`config.mk`:
```
export PLATFORM = sky130hd
export DESIGN_NAME = safl_sub
export DESIGN_NICKNAME = d
export VERILOG_FILES = /design/src/design/safl_pkg.sv /design/src/design/safl_sub.sv
export SDC_FILE = /design/constraint.sdc
export NUM_CORES = 1
export LEC_CHECK = 0
export ABC_AREA = 1
export BUFFER_PORTS_ARGS = -buffer_cell sky130_fd_sc_hd__buf_2
export CORE_MARGIN = 10
export CORE_UTILIZATION = 35
export DETAILED_ROUTE_END_ITERATION = 12
export PLACE_DENSITY_LB_ADDON = 0.12
export SYNTH_ARGS = -nofsm -noshare
export SYNTH_HDL_FRONTEND = slang
export SYNTH_SLANG_ARGS = --single-unit
```
`constraint.sdc`:
```
create_clock -name vclk -period 2.5
set_clock_uncertainty 0.2 [all_clocks]
set_input_delay 0.125 -clock vclk [all_inputs]
set_output_delay 0.125 -clock vclk [all_outputs]
set_load 0.005 [all_outputs]
```
`src/design/safl_pkg.sv`:
```
// ----------------------------------------------------------------------------
// Sorted address floor lookup package
// Item types, compare result type and field widths shared by the block.
// ----------------------------------------------------------------------------
package safl_pkg;

    localparam int IDX_W  = 12;
    localparam int ADDR_W = 32;
    localparam int CNT_W  = 13;

    localparam logic OP_WRITE  = 1'b0;
    localparam logic OP_LOOKUP = 1'b1;

    typedef struct packed {
        logic              op;
        logic [IDX_W-1:0]  entry_index;
        logic [ADDR_W-1:0] entry_address;
        logic [ADDR_W-1:0] lookup_address;
    } t_in_item;

    typedef struct packed {
        logic              found;
        logic [IDX_W-1:0]  match_index;
        logic [ADDR_W-1:0] offset;
    } t_out_item;

    typedef struct packed {
        logic              lt;
        logic              eq;
        logic [ADDR_W-1:0] diff;
    } t_cmp;

endpackage

```
`src/design/safl_sub.sv`:
```
// ----------------------------------------------------------------------------
// Shared subtract and compare unit
// Computes key minus entry, with less-than and equal flags from one subtractor.
// ----------------------------------------------------------------------------
module safl_sub (
    input  logic [safl_pkg::ADDR_W-1:0] i_key,
    input  logic [safl_pkg::ADDR_W-1:0] i_entry,
    output safl_pkg::t_cmp              o_cmp
);

    logic [safl_pkg::ADDR_W:0] diff_w;

    assign diff_w     = {1'b0, i_key} - {1'b0, i_entry};
    assign o_cmp.lt   = diff_w[safl_pkg::ADDR_W];
    assign o_cmp.eq   = (diff_w[safl_pkg::ADDR_W-1:0] == '0);
    assign o_cmp.diff = diff_w[safl_pkg::ADDR_W-1:0];

endmodule

```
==> run summary, run 1 <==
OUTCOME
------------------------------------------------------------------------------------------
Status                                                                        complete, no violations

FINISH
------------------------------------------------------------------------------------------
Sequential cell area                                                                0 um^2
Fill cell count                                                                        853
Fraction of final layout cells with drive strength greater than 1                    34.1%
Area growth syn-to-layout                                                            48.9%
Post-layout nets                                                                       811
Number of antenna repair diodes                                                          0
Clock buffer cells                                                                       0
Flip-flop and latch count                                                                0
Area of combinational cells with multiple inputs                                 2670 um^2

FLOORPLAN
------------------------------------------------------------------------------------------
Die W                                                                               109 um
Initial core utilization                                                             35.9%
DIE AREA                                                                        11800 um^2
Standard-cell rows                                                                      32
I/O pin total                                                                           98
Floorplan core area                                                              7690 um^2
Die height                                                                          109 um

TIMING
------------------------------------------------------------------------------------------
Number of pins exceeding their max-slew limit in the final report                        0
Post-layout minimum cycle time                                                     2.36 ns
Final worst path period share                                                        94.6%
Number of hold violations in the final report                                            0
Total of endpoints with negative setup slack in the final report                         0
Fin Hold WS                                                                       0.385 ns
Max Fclk                                                                           423 MHz
Setup tns final                                                                       0 ns
Worst max-slew margin expressed relative to the limit                                71.7%
Setup repair after global routing missed its margin                                    yes
Measured slew at the worst slew-check pin                                         0.421 ns

WORST HOLD PATH
------------------------------------------------------------------------------------------
Hold/Removal Path Class                                                       primary input to output pin

GLOBAL ROUTE
------------------------------------------------------------------------------------------
Fraction of met2 tracks used by global routing                                       27.2%
M1 GR Usage                                                                          23.3%
GRT met3 Usage                                                                       1.71%
Total global routing overflow                                                            0
Vias in the first global route                                                        3586
First-pass GRT wire length                                                         16.4 mm
Antenna violations before repair                                                         0
Global Route Usage Sum                                                               16.4%
Maximum number of pins on one net before global-route repair                             9
Top Usage Layer GRT                                                                   met2

ROUTING
------------------------------------------------------------------------------------------
Detailed-router iteration count before antenna repair                                    5
Count of nets left with antenna violations after detail routing                          0
Number of DRC markers in iteration 0                                                   155
Routed wire length                                                                 10.6 mm
Routed vias                                                                           3817
Post-detailed-route wirelength per cell                                            13.0 um
DR DRC count                                                                             0
Via density per instance                                                              4.69

PLACED DESIGN
------------------------------------------------------------------------------------------
Number of port buffers                                                                  98
Placer congestion estimate                                                           0.895
Half-perimeter wire length of the detailed placement result                        9.25 mm

SYNTH
------------------------------------------------------------------------------------------
Cell count after synthesis                                                             586
Mean post-synth cell area                                                        4.70 um^2
Cell type contributing the most total cell area after synthesis               sky130_fd_sc_hd__nand2_1
Proportion of synthesized chip area in sequential cells                                 0%
Biggest area contributors in the synthesized netlist                          sky130_fd_sc_hd__nand2_1, sky130_fd_sc_hd__inv_1, sky130_fd_sc_hd__ha_1
Simple-gate share of the synthesized area                                            54.7%
Largest family of logic cells by synthesized area                             simple AND/OR/NAND/NOR gates
Count of cell types in the netlist                                                      28
Post-synthesis xor/xnor area fraction                                                1.59%
Post-synthesis mux area share                                                           0%
Synth Cell Area                                                                  2760 um^2
Compound-Gate Fraction of Synth Area                                                 7.04%
Portion of synthesized cell area occupied by the leading cell type                   30.6%
Share of synthesized cell area in full adder, half adder and majority cells          15.3%
Total nets after synthesis                                                             683
Synthesis Warnings                                                                       0

POWER
------------------------------------------------------------------------------------------
Static Leakage                                                                     2.52 nW
Maximum vdd drop                                                                  0.123 mV
Power density cells                                                            266 nW/um^2
Overall power                                                                    0.00109 W

CTS
------------------------------------------------------------------------------------------
Total of hold buffers inserted after clock tree synthesis                                0

WORST SETUP PATH
------------------------------------------------------------------------------------------
Critical Path RT                                                                   2.17 ns
Crit-path slowest cell                                                        sky130_fd_sc_hd__ha_4
Worst Path Class, Setup                                                       primary input to output pin
Crit-path max FO                                                                         5
Worst setup EP type                                                             output pin
Cells traversed along the worst timing path                                   buf_2 -> inv_1 -> ha_4 -> nand2_2 -> inv_1 -> nand2_1 -> nand3_1 -> a21oi_2 -> nand2_2 -> nand2_1 -> nand2_1 -> nor2_2 -> nand3_1 -> nor2_1 -> nand2_1 -> nor2_1 -> buf_2
Worst setup path endpoint                                                        o_cmp[32]
Critical path data arrival time                                                    2.04 ns
CP peak stage delay                                                                0.23 ns
Library cell appearing most often on the critical path                        sky130_fd_sc_hd__nand2_1
Crit start category                                                           primary input
Crit path from                                                                  i_entry[9]

JOB
------------------------------------------------------------------------------------------
Number of maximum-capacitance constraint violations                                      0

## cells in the mapped netlist, drive strengths merged
cell type	instances
a21o	3
a21oi	24
a221oi	1
a31oi	1
and2	1
and3	2
buf	1
fa	1
ha	32
inv	156
nand2	231
nand3	45
nand3b	4
nand4	7
nor2	55
nor3	11
o211ai	1
o21ai	2
o21bai	2
or2	1
xnor2	5
## critical path, delay by kind of cell
kind	cells	cell delay, ns
and+or+nand+nor	11	1.09
buffers and inverters	4	0.39
AOI/OAI and AO/OA	1	0.19
adders and majority gates	1	0.23
## kinds of logic after synthesis
group,Yosys count
AO/OA/AOI/OAI,34
XOR/XNOR,5
adder cells (fa/ha/maj),33
buffers and inverters,157
AND/OR/NAND/NOR,357
## report_power, final
group / leakage (nW) / switching [W] / internal [W]
combinational: 2.52 / 0.000633 / 0.000457
sequential: 0 / 0 / 0
clock: 0 / 0 / 0
total: 2.52 / 0.000633 / 0.000457
## layer usage
metal,up-vias,share of wire (%),wire [um]
li1,2014,-,-
met1,1694,47,5030
met2,105,45,4790
met3,4,7.0,739
met4,0,0.47,50
met5,-,0,0
## how the worst min path moves through the flow
stage / startpoint / to / slack [ns] / depth (start not counted)
2_1_floorplan: i_entry[0] / o_cmp[0] / 0.20 / 2
3_3_place_gp: i_entry[0] / o_cmp[0] / 0.41 / 4
3_5_place_dp: i_entry[0] / o_cmp[0] / 0.41 / 4
4_1_cts: i_entry[0] / o_cmp[0] / 0.41 / 4
5_1_grt: i_entry[0] / o_cmp[0] / 0.42 / 4
6_report: i_entry[0] / o_cmp[0] / 0.38 / 4
## cell type report
cell class / instances / share of cell area [%]
Inverter: 156 / 14.3
Timing Repair Buffer: 127 / 17.6
Multi-Input combinational cell: 429 / 65.1
Tap cell: 102 / 3.11
## through the flow
step | util, % | worst slack (ns) | instances | cell area, um^2
floorplan | - | 0.401 | 586 | 2760
CTS | 46.4 | 0.00973 | 809 | 3560
global placement | 46.2 | -0.0222 | 809 | 3550
global route | 53.4 | -0.152 | 814 | 4110
finish | 53.4 | 0.135 | 814 | 4110
detailed placement | 46.2 | -0.0143 | 809 | 3550
## placed cells by master (no fill, tap or decap), types with 7 or more instances in the layout
master,count
sky130_fd_sc_hd__ha_1,7
sky130_fd_sc_hd__nand3_2,17
sky130_fd_sc_hd__buf_4,29
sky130_fd_sc_hd__a21oi_1,14
sky130_fd_sc_hd__nor2_2,10
sky130_fd_sc_hd__nand2_1,197
sky130_fd_sc_hd__ha_4,15
sky130_fd_sc_hd__a21oi_2,10
sky130_fd_sc_hd__nand4_1,7
sky130_fd_sc_hd__nand3_1,27
sky130_fd_sc_hd__nand2_2,30
sky130_fd_sc_hd__ha_2,10
sky130_fd_sc_hd__buf_2,96
sky130_fd_sc_hd__inv_1,150
sky130_fd_sc_hd__nor2_1,39
## repair_timing
action,CTS,global route
setup buffers,0,5
gates cloned,0,0
gates resized for setup,3,118
pin swaps,0,20
endpoints found under the setup margin,1,3
Power figures use the tool's default switching activity.
==> run 2, diff against run 1 <==
--- a/config.mk
+++ b/config.mk
@@ -7,10 +7,11 @@
 export LEC_CHECK = 0
 export ABC_AREA = 1
 export BUFFER_PORTS_ARGS = -buffer_cell sky130_fd_sc_hd__buf_2
+export CAP_MARGIN = 20
 export CORE_MARGIN = 10
 export CORE_UTILIZATION = 35
 export DETAILED_ROUTE_END_ITERATION = 12
-export PLACE_DENSITY_LB_ADDON = 0.12
+export PLACE_DENSITY = 0.65
 export SYNTH_ARGS = -nofsm -noshare
 export SYNTH_HDL_FRONTEND = slang
 export SYNTH_SLANG_ARGS = --single-unit
==> run summary, run 2 (synthesis results as in run 1) <==
WORST SETUP PATH
--------------------------------------------------------------------------------
Critical path data arrival time                                          2.07 ns   was 2.04 ns
Critical Path RT                                                         2.17 ns   about the same
Crit-path max FO                                                               3   was 5
Worst Path Class, Setup                                             primary input to output pin   unchanged
Crit start category                                                 primary input   unchanged
Worst setup EP type                                                   output pin   unchanged

ROUTING
--------------------------------------------------------------------------------
Detailed-router iteration count before antenna repair                          4   was 5
Number of DRC markers in iteration 0                                         190   was 155
DR DRC count                                                                   0   unchanged
Routed wire length                                                       10.6 mm   about the same
Routed vias                                                                 3826   was 3817
Post-detailed-route wirelength per cell                                  13.0 um   about the same
Count of nets left with antenna violations after detail routing                0   unchanged
Via density per instance                                                    4.68   was 4.69

FINISH
--------------------------------------------------------------------------------
Number of antenna repair diodes                                                0   unchanged
Clock buffer cells                                                             0   unchanged
Commonest cells after routing, fill and taps aside                  sky130_fd_sc_hd__nand2_1, sky130_fd_sc_hd__inv_1, sky130_fd_sc_hd__buf_2, sky130_fd_sc_hd__nor2_1, sky130_fd_sc_hd__buf_4   was sky130_fd_sc_hd__nand2_1, sky130_fd_sc_hd__inv_1, sky130_fd_sc_hd__buf_2, sky130_fd_sc_hd__nor2_1, sky130_fd_sc_hd__nand2_2
Leading cell type in the layout, fill and taps excluded             sky130_fd_sc_hd__nand2_1   unchanged
Fraction of final layout cells with drive strength greater than 1          32.5%   was 34.1%
Fill cell count                                                              861   was 853
Area growth syn-to-layout                                                  49.1%   was 48.9%
Post-layout nets                                                             815   was 811
Sequential cell area                                                      0 um^2   unchanged
Flip-flop and latch count                                                      0   unchanged
Area of combinational cells with multiple inputs                       2640 um^2   was 2670 um^2
Final Core Density                                                         53.5%   was 53.4%

WORST HOLD PATH
--------------------------------------------------------------------------------
End of the worst hold path                                              o_cmp[0]   unchanged
Number of cells on the worst hold path                                         4   unchanged
Hold path startpoint                                                  i_entry[0]   unchanged
Hold/Removal Path Class                                             primary input to output pin   unchanged

FLOORPLAN
--------------------------------------------------------------------------------
Die W                                                                     109 um   unchanged
Initial core utilization                                                   35.9%   unchanged
Die height                                                                109 um   unchanged
Standard-cell rows                                                            32   unchanged
Floorplan core area                                                    7690 um^2   unchanged
I/O pin total                                                                 98   unchanged
DIE AREA                                                              11800 um^2   unchanged

POWER
--------------------------------------------------------------------------------
Power density cells                                                  266 nW/um^2   about the same
Flop pwr share                                                                0%   about the same
Sw power                                                              0.000624 W   was 0.000633 W
Clock power frac                                                              0%   about the same
Fraction of power spent switching nets                                     57.1%   was 58.1%
Gate power share                                                          100.0%   about the same
Static Leakage                                                           2.52 nW   about the same
Maximum vdd drop                                                        0.167 mV   was 0.123 mV
Internal power component                                              0.000468 W   was 0.000457 W

TIMING
--------------------------------------------------------------------------------
Measured slew at the worst slew-check pin                               0.369 ns   was 0.421 ns
Total of endpoints with negative setup slack in the final report               0   unchanged
Worst max-slew margin expressed relative to the limit                      75.2%   was 71.7%
Final worst path period share                                              95.7%   was 94.6%
Setup repair after global routing missed its margin                          yes   unchanged
Fin Hold WS                                                             0.393 ns   was 0.385 ns
Number of hold violations in the final report                                  0   unchanged
Post-route worst setup slack                                            0.107 ns   was 0.135 ns
Post-layout minimum cycle time                                           2.39 ns   was 2.36 ns
Number of pins exceeding their max-slew limit in the final report              0   unchanged
Max Fclk                                                                 418 MHz   was 423 MHz

GLOBAL ROUTE
--------------------------------------------------------------------------------
Vias in the first global route                                              3551   was 3586
Top Usage Layer GRT                                                         met2   unchanged
Fraction of met2 tracks used by global routing                             28.2%   was 27.2%
GRT met3 Usage                                                             1.95%   was 1.71%
M1 GR Usage                                                                22.4%   was 23.3%
Maximum number of pins on one net before global-route repair                   9   unchanged
Antenna violations before repair                                               0   unchanged
First-pass GRT wire length                                               16.3 mm   was 16.4 mm
Total global routing overflow                                                  0   unchanged
Global Route Usage Sum                                                     16.3%   was 16.4%

JOB
--------------------------------------------------------------------------------
Number of maximum-capacitance constraint violations                            0   unchanged

PLACED DESIGN
--------------------------------------------------------------------------------
Placer congestion estimate                                                 0.965   was 0.895
Worst Setup Slack post-DPL                                            -0.0374 ns   was -0.0143 ns
Number of port buffers                                                        98   unchanged
Half-perimeter wire length of the detailed placement result              9.25 mm   about the same

CTS
--------------------------------------------------------------------------------
Total of hold buffers inserted after clock tree synthesis                      0   unchanged

OUTCOME
--------------------------------------------------------------------------------
Status                                                              complete, no violations   unchanged

==> run 2: cell count changes in the layout (fill, tap and decap cells not counted), sizes merged <==
cell | before | now
buf | 127 | 131
==> run 2: worst max-delay path by stage <==
stage | from | to | slack, ns | depth (start not counted)
finish | i_key[0] | o_cmp[32] | 0.11 | 18
global route | i_entry[15] | o_cmp[32] | -0.05 | 19
CTS | i_key[0] | o_cmp[32] | 0.002 | 18
detailed placement | i_key[7] | o_cmp[32] | -0.04 | 16
global placement | i_key[0] | o_cmp[32] | -0.04 | 15
floorplan | i_key[0] | o_cmp[32] | 0.40 | 16
==> run 2: final cells by class <==
class / count / share of cell area [%]
Inverter: 156 / 14.3
Multi-Input combinational cell: 429 / 64.3
Tap cell: 102 / 3.11
Timing Repair Buffer: 131 / 18.3
==> run 2: timing repair <==
action	in CTS	in global routing
pin swaps	0	18
setup buffers	0	5
endpoints found under the setup margin	1	2
resized for setup	3	103
==> run 2: power groups by stage <==
stage          Sequential (W)  Clock, W  Combinational (W)
5_1_grt                     0         0            0.00122
4_1_cts                     0         0           0.000941
3_3_place_gp                0         0           0.000930
6_report                    0         0            0.00109
2_1_floorplan               0         0           0.000549
3_5_place_dp                0         0           0.000934
==> run 2: critical path, stage by stage <==
cell                      delay [ns]
sky130_fd_sc_hd__buf_6          0.07
sky130_fd_sc_hd__inv_4          0.03
sky130_fd_sc_hd__ha_4           0.15
sky130_fd_sc_hd__fa_2           0.37
sky130_fd_sc_hd__inv_2          0.10
sky130_fd_sc_hd__nand3_4        0.09
sky130_fd_sc_hd__nand2_4        0.09
sky130_fd_sc_hd__nand2_4        0.06
sky130_fd_sc_hd__nand3_2        0.07
sky130_fd_sc_hd__nand2_2        0.06
sky130_fd_sc_hd__nor2_1         0.10
sky130_fd_sc_hd__nand3_1        0.09
sky130_fd_sc_hd__nor2_1         0.15
sky130_fd_sc_hd__nand3_1        0.12
sky130_fd_sc_hd__nor2_1         0.11
sky130_fd_sc_hd__nand2_1        0.07
sky130_fd_sc_hd__nor2_1         0.09
sky130_fd_sc_hd__buf_2          0.11
==> run 2: per-layer routing <==
layer	part of all wire, %	routed length, um
met5	0	0
met4	0	0
met3	7.4	789
met2	48	5130
met1	44	4680
==> run 2: through the flow <==
step	total power (W)	cell area [um^2]	setup TNS, ns	cells
floorplan	0.000549	2760	0	586
global placement	0.000930	3580	-0.0425	813
detailed placement	0.000934	3580	-0.0374	813
CTS	0.000941	3580	0	813
global route	0.00122	4110	-0.0471	818
finish	0.00109	4110	0	818
